$ cat src/hdl/csb_pkg.sv
// ----------------------------------------------------------------------------
// csb_pkg
// shared types and codes for the cursor sequence buffer
// ----------------------------------------------------------------------------
package csb_pkg;

	// request codes
	localparam logic [2:0] REQ_START   = 3'd0;
	localparam logic [2:0] REQ_ADVANCE = 3'd1;
	localparam logic [2:0] REQ_INSERT  = 3'd2;
	localparam logic [2:0] REQ_ATTACH  = 3'd3;
	localparam logic [2:0] REQ_REMOVE  = 3'd4;

	// error codes
	localparam logic [1:0] ERR_NONE       = 2'd0;
	localparam logic [1:0] ERR_FULL       = 2'd1;
	localparam logic [1:0] ERR_NO_CURRENT = 2'd2;

	typedef struct packed {
		logic [2:0]  req_type;
		logic [31:0] entry_value;
	} csb_req_t;

	typedef struct packed {
		logic [31:0] current_value;
		logic        has_current;
		logic [5:0]  entry_count;
		logic [5:0]  cursor_position;
		logic [1:0]  error_code;
	} csb_rsp_t;

	typedef enum logic [5:0] {
		S_IDLE = 6'b000001,
		S_UP   = 6'b000010,
		S_PUT  = 6'b000100,
		S_DOWN = 6'b001000,
		S_READ = 6'b010000,
		S_DONE = 6'b100000
	} csb_state_t;

endpackage

$ cat src/hdl/csb_ram.sv
// ----------------------------------------------------------------------------
// csb_ram
// entry store: one write port, one read port with registered data
// ----------------------------------------------------------------------------
module csb_ram #(
	parameter int DEPTH = 32,
	parameter int WIDTH = 32,
	parameter int AW    = 5
) (
	input  logic             clk,
	input  logic             wr_en,
	input  logic [AW-1:0]    wr_addr,
	input  logic [WIDTH-1:0] wr_data,
	input  logic             rd_en,
	input  logic [AW-1:0]    rd_addr,
	output logic [WIDTH-1:0] rd_data
);

	logic [WIDTH-1:0] mem [DEPTH];

	always_ff @(posedge clk) begin
		if (wr_en) begin
			mem[wr_addr] <= wr_data;
		end
	end

	// read data holds until the next read
	always_ff @(posedge clk) begin
		if (rd_en) begin
			rd_data <= mem[rd_addr];
		end
	end

endmodule

$ cat src/hdl/cursor_sequence_buffer.sv
// ----------------------------------------------------------------------------
// cursor_sequence_buffer
// ordered list of words in a fixed store, with an entry count and a cursor;
// start, advance, insert before, attach after and remove current
// ----------------------------------------------------------------------------
//
//  channel  direction  payload    handshake
//  req      in         csb_req_t  req_valid / req_stall
//  rsp      out        csb_rsp_t  rsp_valid / rsp_stall
//
// one request at a time; req_stall stays high from the transfer until the result is loaded
// start, advance, unknown and error cases go from the read state to the done state;
// insert and attach pass the shift-up loop and the put state first, remove the
// shift-down loop, where the loops shift up to STORE_DEPTH-1 entries
// the shift loop moves one entry per cycle through the single store port pair
// reset clears count, cursor and handshake state; the store needs no clearing
// a waiting result in the output register does not block the next transfer in
//
module cursor_sequence_buffer
	import csb_pkg::*;
#(
	parameter int STORE_DEPTH = 32,
	parameter int WORD_BITS   = 32
) (
	input  logic     clk,
	input  logic     arst_n,
	input  logic     req_valid,
	output logic     req_stall,
	input  csb_req_t req,
	output logic     rsp_valid,
	input  logic     rsp_stall,
	output csb_rsp_t rsp
);

	localparam int AW    = (STORE_DEPTH > 1) ? $clog2(STORE_DEPTH) : 1;
	localparam int CNT_W = $clog2(STORE_DEPTH + 1);
	localparam logic [CNT_W-1:0] DEPTH_C = CNT_W'(STORE_DEPTH);

	// control state
	csb_state_t       state_q, state_n;
	logic [CNT_W-1:0] count_q, count_n;
	logic [CNT_W-1:0] cur_q, cur_n;
	logic             pend_q, pend_n;
	logic             rsp_valid_q;

	// working registers of the shift loop
	logic [CNT_W-1:0] k_q, k_n;
	logic [CNT_W-1:0] bound_q, bound_n;
	logic [AW-1:0]    wa_q, wa_n;
	logic [WORD_BITS-1:0] word_q;
	logic [1:0]       err_q, err_n;
	csb_rsp_t         rsp_q;

	// store ports
	logic                 wr_en, rd_en;
	logic [AW-1:0]        wr_addr, rd_addr;
	logic [WORD_BITS-1:0] wr_data, rd_data;

	logic                 req_xfer, rsp_load;
	logic                 cur_ok;
	logic                 full;
	logic [CNT_W-1:0]     km1;
	logic [CNT_W-1:0]     pos;
	logic [WORD_BITS+31:0] win_ext;
	logic [WORD_BITS-1:0]  word_in;
	logic [WORD_BITS+31:0] rd_ext;
	logic [CNT_W+5:0]      cnt_ext;
	logic [CNT_W+5:0]      cur_ext;

	csb_ram #(
		.DEPTH (STORE_DEPTH),
		.WIDTH (WORD_BITS),
		.AW    (AW)
	) u_ram (
		.clk     (clk),
		.wr_en   (wr_en),
		.wr_addr (wr_addr),
		.wr_data (wr_data),
		.rd_en   (rd_en),
		.rd_addr (rd_addr),
		.rd_data (rd_data)
	);

	assign req_stall = (state_q != S_IDLE);
	assign req_xfer  = req_valid && !req_stall;
	assign rsp_valid = rsp_valid_q;
	assign rsp       = rsp_q;

	// result leaves the done state once the output register is free
	assign rsp_load = (state_q == S_DONE) && (!rsp_valid_q || !rsp_stall);

	assign cur_ok = (cur_q < count_q);
	assign full   = (count_q == DEPTH_C);
	assign km1    = k_q - 1'b1;

	// keep the low WORD_BITS of the incoming word
	assign win_ext = {{WORD_BITS{1'b0}}, req.entry_value};
	assign word_in = win_ext[WORD_BITS-1:0];

	assign rd_ext  = {32'd0, rd_data};
	assign cnt_ext = {6'd0, count_q};
	assign cur_ext = {6'd0, cur_q};

	// store port control
	always_comb begin
		rd_en   = 1'b0;
		rd_addr = cur_q[AW-1:0];
		wr_en   = pend_q;
		wr_addr = wa_q;
		wr_data = rd_data;
		unique case (state_q)
			S_UP: begin
				// read k-1, written to k in the next cycle
				rd_en   = (k_q > bound_q);
				rd_addr = km1[AW-1:0];
			end
			S_DOWN: begin
				// read k, written to k-1 in the next cycle
				rd_en   = (k_q < bound_q);
				rd_addr = k_q[AW-1:0];
			end
			S_PUT: begin
				wr_en   = 1'b1;
				wr_addr = bound_q[AW-1:0];
				wr_data = word_q;
			end
			S_READ: begin
				rd_en = cur_ok;
			end
			default: begin
			end
		endcase
	end

	// sequencer
	always_comb begin
		state_n = state_q;
		count_n = count_q;
		cur_n   = cur_q;
		k_n     = k_q;
		bound_n = bound_q;
		err_n   = err_q;
		pend_n  = 1'b0;
		wa_n    = wa_q;
		pos     = '0;
		unique case (state_q)
			S_IDLE: begin
				if (req_xfer) begin
					err_n   = ERR_NONE;
					state_n = S_READ;
					unique case (req.req_type) inside
						REQ_START: begin
							cur_n = '0;
						end
						REQ_ADVANCE: begin
							if (cur_ok) begin
								cur_n = cur_q + 1'b1;
							end else begin
								err_n = ERR_NO_CURRENT;
							end
						end
						REQ_INSERT, REQ_ATTACH: begin
							if (full) begin
								err_n = ERR_FULL;
							end else begin
								// insert goes before the cursor or at the front,
								// attach after the cursor or at the end
								if (req.req_type == REQ_INSERT) begin
									pos = cur_ok ? cur_q : '0;
								end else begin
									pos = cur_ok ? (cur_q + 1'b1) : count_q;
								end
								k_n     = count_q;
								bound_n = pos;
								cur_n   = pos;
								count_n = count_q + 1'b1;
								state_n = S_UP;
							end
						end
						REQ_REMOVE: begin
							if (cur_ok) begin
								k_n     = cur_q + 1'b1;
								bound_n = count_q;
								count_n = count_q - 1'b1;
								state_n = S_DOWN;
							end else begin
								err_n = ERR_NO_CURRENT;
							end
						end
						default: begin
							// unknown request, nothing changes
						end
					endcase
				end
			end
			S_UP: begin
				pend_n = rd_en;
				if (rd_en) begin
					wa_n = k_q[AW-1:0];
					k_n  = km1;
				end else if (!pend_q) begin
					state_n = S_PUT;
				end
			end
			S_DOWN: begin
				pend_n = rd_en;
				if (rd_en) begin
					wa_n = km1[AW-1:0];
					k_n  = k_q + 1'b1;
				end else if (!pend_q) begin
					state_n = S_READ;
				end
			end
			S_PUT: begin
				state_n = S_READ;
			end
			S_READ: begin
				state_n = S_DONE;
			end
			S_DONE: begin
				if (rsp_load) begin
					state_n = S_IDLE;
				end
			end
			default: begin
				state_n = S_IDLE;
			end
		endcase
	end

	always_ff @(posedge clk or negedge arst_n) begin
		if (!arst_n) begin
			state_q     <= S_IDLE;
			count_q     <= '0;
			cur_q       <= '0;
			pend_q      <= 1'b0;
			rsp_valid_q <= 1'b0;
		end else begin
			state_q <= state_n;
			count_q <= count_n;
			cur_q   <= cur_n;
			pend_q  <= pend_n;
			if (rsp_load) begin
				rsp_valid_q <= 1'b1;
			end else if (!rsp_stall) begin
				rsp_valid_q <= 1'b0;
			end
		end
	end

	always_ff @(posedge clk) begin
		k_q     <= k_n;
		bound_q <= bound_n;
		wa_q    <= wa_n;
		err_q   <= err_n;
		if (req_xfer) begin
			word_q <= word_in;
		end
		// result register, current word masked off when there is none
		if (rsp_load) begin
			rsp_q.current_value   <= cur_ok ? rd_ext[31:0] : 32'd0;
			rsp_q.has_current     <= cur_ok;
			rsp_q.entry_count     <= cnt_ext[5:0];
			rsp_q.cursor_position <= cur_ext[5:0];
			rsp_q.error_code      <= err_q;
		end
	end

endmodule
$ cat config.mk
export PLATFORM = sky130hd
export DESIGN_NAME = cursor_sequence_buffer
export DESIGN_NICKNAME = d
export VERILOG_FILES = /design/src/hdl/csb_pkg.sv /design/src/hdl/csb_ram.sv /design/src/hdl/cursor_sequence_buffer.sv
export SDC_FILE = /design/constraint.sdc
export NUM_CORES = 2
export LEC_CHECK = 0
export BUFFER_PORTS_ARGS = -buffer_cell sky130_fd_sc_hd__buf_2
export CORE_ASPECT_RATIO = 1.25
export CORE_MARGIN = 3
export CORE_UTILIZATION = 30
export DETAILED_ROUTE_END_ITERATION = 6
export PLACE_DENSITY = 0.43
export REMOVE_ABC_BUFFERS = 1
export SLEW_MARGIN = 20
export SYNTH_ARGS = -nofsm -noshare
export SYNTH_HDL_FRONTEND = slang
export SYNTH_SLANG_ARGS = --single-unit
$ cat constraint.sdc
create_clock -name clk -period 5.7 [get_ports clk]
set_clock_uncertainty 0.1 [all_clocks]
set_input_delay 0.57 -clock clk [delete_from_list [all_inputs] [get_ports clk]]
set_output_delay 0.57 -clock clk [all_outputs]
set_load 0.05 [all_outputs]
# Yosys cells after proc, flatten, opt, wreduce, memory -nomap -nowiden
# Memory sizes are Yosys's and may differ from the RTL's. A register that Yosys moved wholly into a read port is not among the register bits.
# Index checks and enable logic that the tools add are counted.
# W data, S select, Z words.
# totals
memories	1
output_inout_bits	49
wordCells	114
inputBits	39
ff_bits	118
ram_bits	1024
# memory_table
memory	words	width	rd	rd_clocked_by_memory_dff	write_ports	line_no	source
u_ram.mem	32	32	1	1	1	csb_ram.sv:19	logic [WIDTH-1:0] mem [DEPTH];
# op_classes
n_addsub	5
reduce_logical	20
order_cmp	3
mux	43
eq_ne	27
# op_table
cell	n
$mux W6	18
$pmux W6 S2	3
$pmux W6 S3	2
$pmux W6 S6	1
$mux W32	1
$pmux W5 S2	3
$mux W5	5
$ne A2 B2 Y1 const B	11
$add A6 B1 Y6 const B	3
$eq A6 B6 Y1 const B	2
$lt A6 B6 Y1	2
$sub A6 B1 Y6 const B	2
$reduce_and A5 Y1	2
$mux W1	7
$reduce_and A7 Y1	1
$eq A3 B2 Y1 const B	2
$eq A6 B1 Y1 const B	1
$eq A6 B2 Y1 const B	1
$eq A6 B3 Y1 const B	1
$eq A6 B4 Y1 const B	1
$eq A6 B5 Y1 const B	1
$gt A6 B6 Y1	1
$ne A3 B3 Y1 const B	2
$ne A6 B1 Y1 const B	1
17 further kinds	24

# Longest topological paths before layout
# depth
depth_word	5
depth_mapped	13
depth_no_buf	11

# By module
# Synthesis repeated with hierarchy kept, for this count alone.
# unflattened
hier_cells	2769
area_unflattened_um2	46881.2
# by_module_without_submodules
mod	area_each_um2	seq_area_each_um2	instances	cells_per_inst
csb_ram	40812.9	31710.4	1	2260
cursor_sequence_buffer	6068.3	3444.6	1	509

# Least setup slack after synthesis
# Ideal clock, no wire load.
# synth_path
path_type	register -> register
start	register state_q[4]
end	register k_q[0], enable pin
path_buffers	2
setup_time_ps	325
slack_ps	1201
stages_incl_launch_ff	8
period_less_slack_ps	4499
t_arrival_ps	4074
required_ps	5275
cell_sequence	dfrtp_1 -> clkbuf_1 -> nor4_1 -> nand3_1 -> nor2_1 -> o21ai_0 -> clkbuf_1 -> nand3_1
# synth_between
elab_chain_len	5
word_cells_on_any_way	16
cone_classes	eq/ne (11); mux (1); reduce/logical (4)
# synth_rtl
item	line_no	source
from (decl)	cursor_sequence_buffer.sv:40	csb_state_t state_q, state_n;
from (signal assigned)	cursor_sequence_buffer.sv:239	state_q <= state_n;
$ne A6 B1 Y1	cursor_sequence_buffer.sv:84	assign req_stall = (state_q != S_IDLE);
net req_stall	cursor_sequence_buffer.sv:28	output logic req_stall,
$logic_not A1 Y1	cursor_sequence_buffer.sv:85	assign req_xfer = req_valid && !req_stall;
$logic_and A1 B1 Y1	cursor_sequence_buffer.sv:85	
net req_xfer	cursor_sequence_buffer.sv:59	logic req_xfer, rsp_load;
$ne A2 B2 Y1 (no source line)	-	
$reduce_and A7 Y1 (no source line)	-	
to (signal assigned)	cursor_sequence_buffer.sv:252	k_q <= k_n;
to (decl)	cursor_sequence_buffer.sv:47	logic [CNT_W-1:0] k_q, k_n;
# The timed path passes the listed nets, and every way through them passes these cells.
# A chain may end at the register's enable or synchronous reset.

# Worst setup path in the final report
# layout_path
start	register state_q[4]
end	register u_ram.rd_data[1] (read register of u_ram.mem) (data pin)
# layout_between
elab_chain_len	2
word_cells_on_any_way	5
cone_classes	eq/ne (3); mux (2)
# layout_rtl
item	line_no	source
$eq A6 B5 Y1, or another cell as far along	cursor_sequence_buffer.sv:111	unique case (state_q)
$pmux W1 S3 or $pmux W5 S2 (tied branches)	cursor_sequence_buffer.sv:111	
to (decl)	csb_ram.sv:16	output logic [WIDTH-1:0] rd_data
# Several ways; a longest one is shown, not always the timed one.

==> results.cfg <==
[timing]
slew_headroom_pct = 23.4
drv_slew = 0
rsz0062_at_grt = no
finalCriticalPeriod_ns = 4.37
post-route-period-util_pct = 76.6
hold_violations = 0
max_freq_mhz = 229
worst_pin_slew_ns = 1.15
finalSetupViolCount = 0

[yosys]
syn_inst = 3394
syn_avg_cell_area_um2 = 13.8
ys.flop_type = edfxtp_1
synth-edff-count = 1154
synthSimpleGateAreaFrac_pct = 14.2
synth_top_family_by_area = simple AND/OR/NAND/NOR gates
ys_types = 64
muxShareOfSynthArea_pct = 2.24
yosysSeqAreaShare_pct = 75.3
netlist_area_um2 = 46700
ys_ff_latch = 1174
yosysWarnings = 0
synth-compound-area-share_pct = 5.02
async_flop_share_pct = 1.70
synthXorXnorAreaFrac_pct = 0.413
synthAdderAreaFrac_pct = 0.552

[place]
gp_congestion = 0.768
dp_hpwl_um = 79200
numPortBuffers = 87

[worst_setup_path]
cp.arrival_ns = 4.87
critPathCaptureType = register
r2r_cells = 8
cp_data_required_time_ns = 6.20
crit_fanout = 18
start_kind = register
path_class = reg -> reg

[floorplan]
die_w_um = 359
die-area_um2 = 160000
io_pins = 88
die_h_um = 447
num_rows = 161
start_util_pct = 30.3
coreArea_um2 = 154000

[cts]
cts_sinks = 1174
htree_levels = 3
cts_root_buffer = clkbuf_16
cts_tree = yes
clk_latency_ns = 0.75
clockBufferDepth = 3
cts_setup_buffers = 0
clkTransAtPathRegs_ns = 0.06
cts_buffers = 119

[route]
ant_nets = 0
wire_per_inst_um = 26.5
drc = 0
vias = 28597
routed_wl_um = 150000
drtIter0Drc = 2875
vias_per_cell = 5.05
first_pass_iters = 5

[pwr]
ir_drop_uv = 281
leakage_uw = 0.0179
power_density_nw_per_um2 = 458
totalPowerFinal_uw = 24900

[layout]
fillers = 14875
nets = 3577
syn_to_final_growth_pct = 16.7
final_util_pct = 35.3
drive_gt1_share_pct = 13.0

[global_routing]
grt_pass1_wl_um = 212000
grt_pass1_vias = 27549
track_usage_pct = 18.3
grt_max_degree = 108
grt_antenna_before_repair = 4
gr-total-overflow = 0

[run_status]
status = finished clean

[min_path]
hold_path_depth = 3
min_path_type = in -> reg

[job]
maxCapViolations = 0
## cell families (layout without fill, tap and decap cells)
logic type	after synthesis	in the layout
muxes	100	100
adders and majority gates	20	20
other	0	3
AOI/OAI and AO/OA	348	348
xor gates and xnor gates	22	22
and+or+nand+nor	1489	1489
DFF	1174	1174
buffers and inverters	241	466
## power breakdown
| group | internal [uW] | switching (uW) |
|---|---|---|
| registers | 10400 | 263 |
| clock network | 4400 | 3430 |
| logic | 1820 | 4650 |
| total | 16600 | 8340 |
## through the flow
| step | hold slack (ns) | cell area, um^2 | setup WS (ns) | cells | TNS (ns) |
|---|---|---|---|---|---|
| 6_report | 0.0759 | 54500 | 1.33 | 5659 | 0 |
| 5_1_grt | 0.0774 | 54500 | 1.11 | 5657 | 0 |
| 4_1_cts | 0.0139 | 54500 | 1.31 | 5656 | 0 |
| 3_5_place_dp | 0.316 | 50300 | 1.35 | 5400 | 0 |
| 3_3_place_gp | 0.305 | 50300 | 1.42 | 5400 | 0 |
| 2_1_floorplan | 0.174 | 45700 | -11.33 | 3180 | -362.59 |
## worst max-delay path: stages, from the launching register on
cell and delay (ns):
dfrtp_1 0.49, or4_4 0.57, or2_1 0.30, a222oi_1 0.90, o2111ai_4 0.82, buf_4 0.55, a31oi_1 0.23, nand4_1 0.13
nand4_1 0.10
## per-layer routing
metal / GRT usage (%) / share of wire [%] / routed length (um)
met4: 5.55 / 2.5 / 3790
met2: 31.1 / 49 / 73800
met1: 24.7 / 44 / 65700
met3: 1.96 / 4.6 / 6830
met5: 0 / 0 / 0
## cells in the mapped netlist, drive strengths merged, types with 19 or more instances
master / number / area [um^2]
a21oi: 33 / 165
dfrtp: 19 / 475
o21ai: 96 / 480
buf: 59 / 367
and2: 36 / 225
a31oi: 75 / 469
clkbuf: 155 / 582
ha: 19 / 238
inv: 26 / 97.6
mux2i: 65 / 651
nand3: 335 / 1730
mux2: 35 / 394
a32oi: 64 / 561
nand2: 855 / 3210
nor2: 70 / 263
edfxtp: 1154 / 34700
nand4: 128 / 801
o311ai: 32 / 280
## final timing paths
path / to / slack (ns) / startpoint
worst max-delay path: u_ram.rd_data[1] / 1.33 / state_q[4]
worst min-delay path: state_q[5] / 0.08 / rsp_stall
worst max register to register: u_ram.rd_data[1] / 1.33 / state_q[4]
worst min register to register: rsp[0] / 0.33 / err_q[0]
max in group asynchronous: pend_q / 4.87 / arst_n
min in group asynchronous: rsp_valid / 0.25 / arst_n
## cell type report
type                            count  area (um^2)  area share [%]
Tap cell                         2037         2550            4.68
Multi-Input combinational cell   1979        10800            19.9
Clock buffer                      146         3130            5.74
Clock inverter                     76          716            1.31
Sequential cell                  1174        35200            64.5
Antenna cell                        3         7.51          0.0138
Inverter                           27          101           0.186
Timing Repair Buffer              217         1980            3.64
## registers in the layout (all words and copies together), names as in the netlist
name           flops
count_q            6
u_ram.mem       1024
rsp               47
u_ram.rd_data     32
wa_q               5
cur_q              6
state_q            6
word_q            32
bound_q            6
pend_q             1
k_q                6
err_q              2
rsp_valid          1
## timing repair
item	4_1_cts	5_1_grt
resized for setup	0	0
hold endpoints to repair	52	0
hold buffers	34	0
## cell usage in the layout, fill, tap and decap left out, drive strengths merged, types with 10 or more instances in the layout
master	Yosys	layout
nor3	13	13
mux2i	65	65
edfxtp	1154	1154
o21ai	96	96
clkinv	1	56
ha	19	19
a21oi	33	33
nand3	335	335
buf	59	183
o311ai	32	32
a32oi	64	64
a31oi	75	75
o22ai	10	10
dfrtp	19	19
dlygate4sd3	0	34
and2	36	36
nand2	855	855
nand4	128	128
xnor2	14	14
inv	26	33
clkbuf	155	146
nand2b	11	11
bufinv	0	11
mux2	35	35
nor2	70	70
Power figures use the tool's default switching activity.
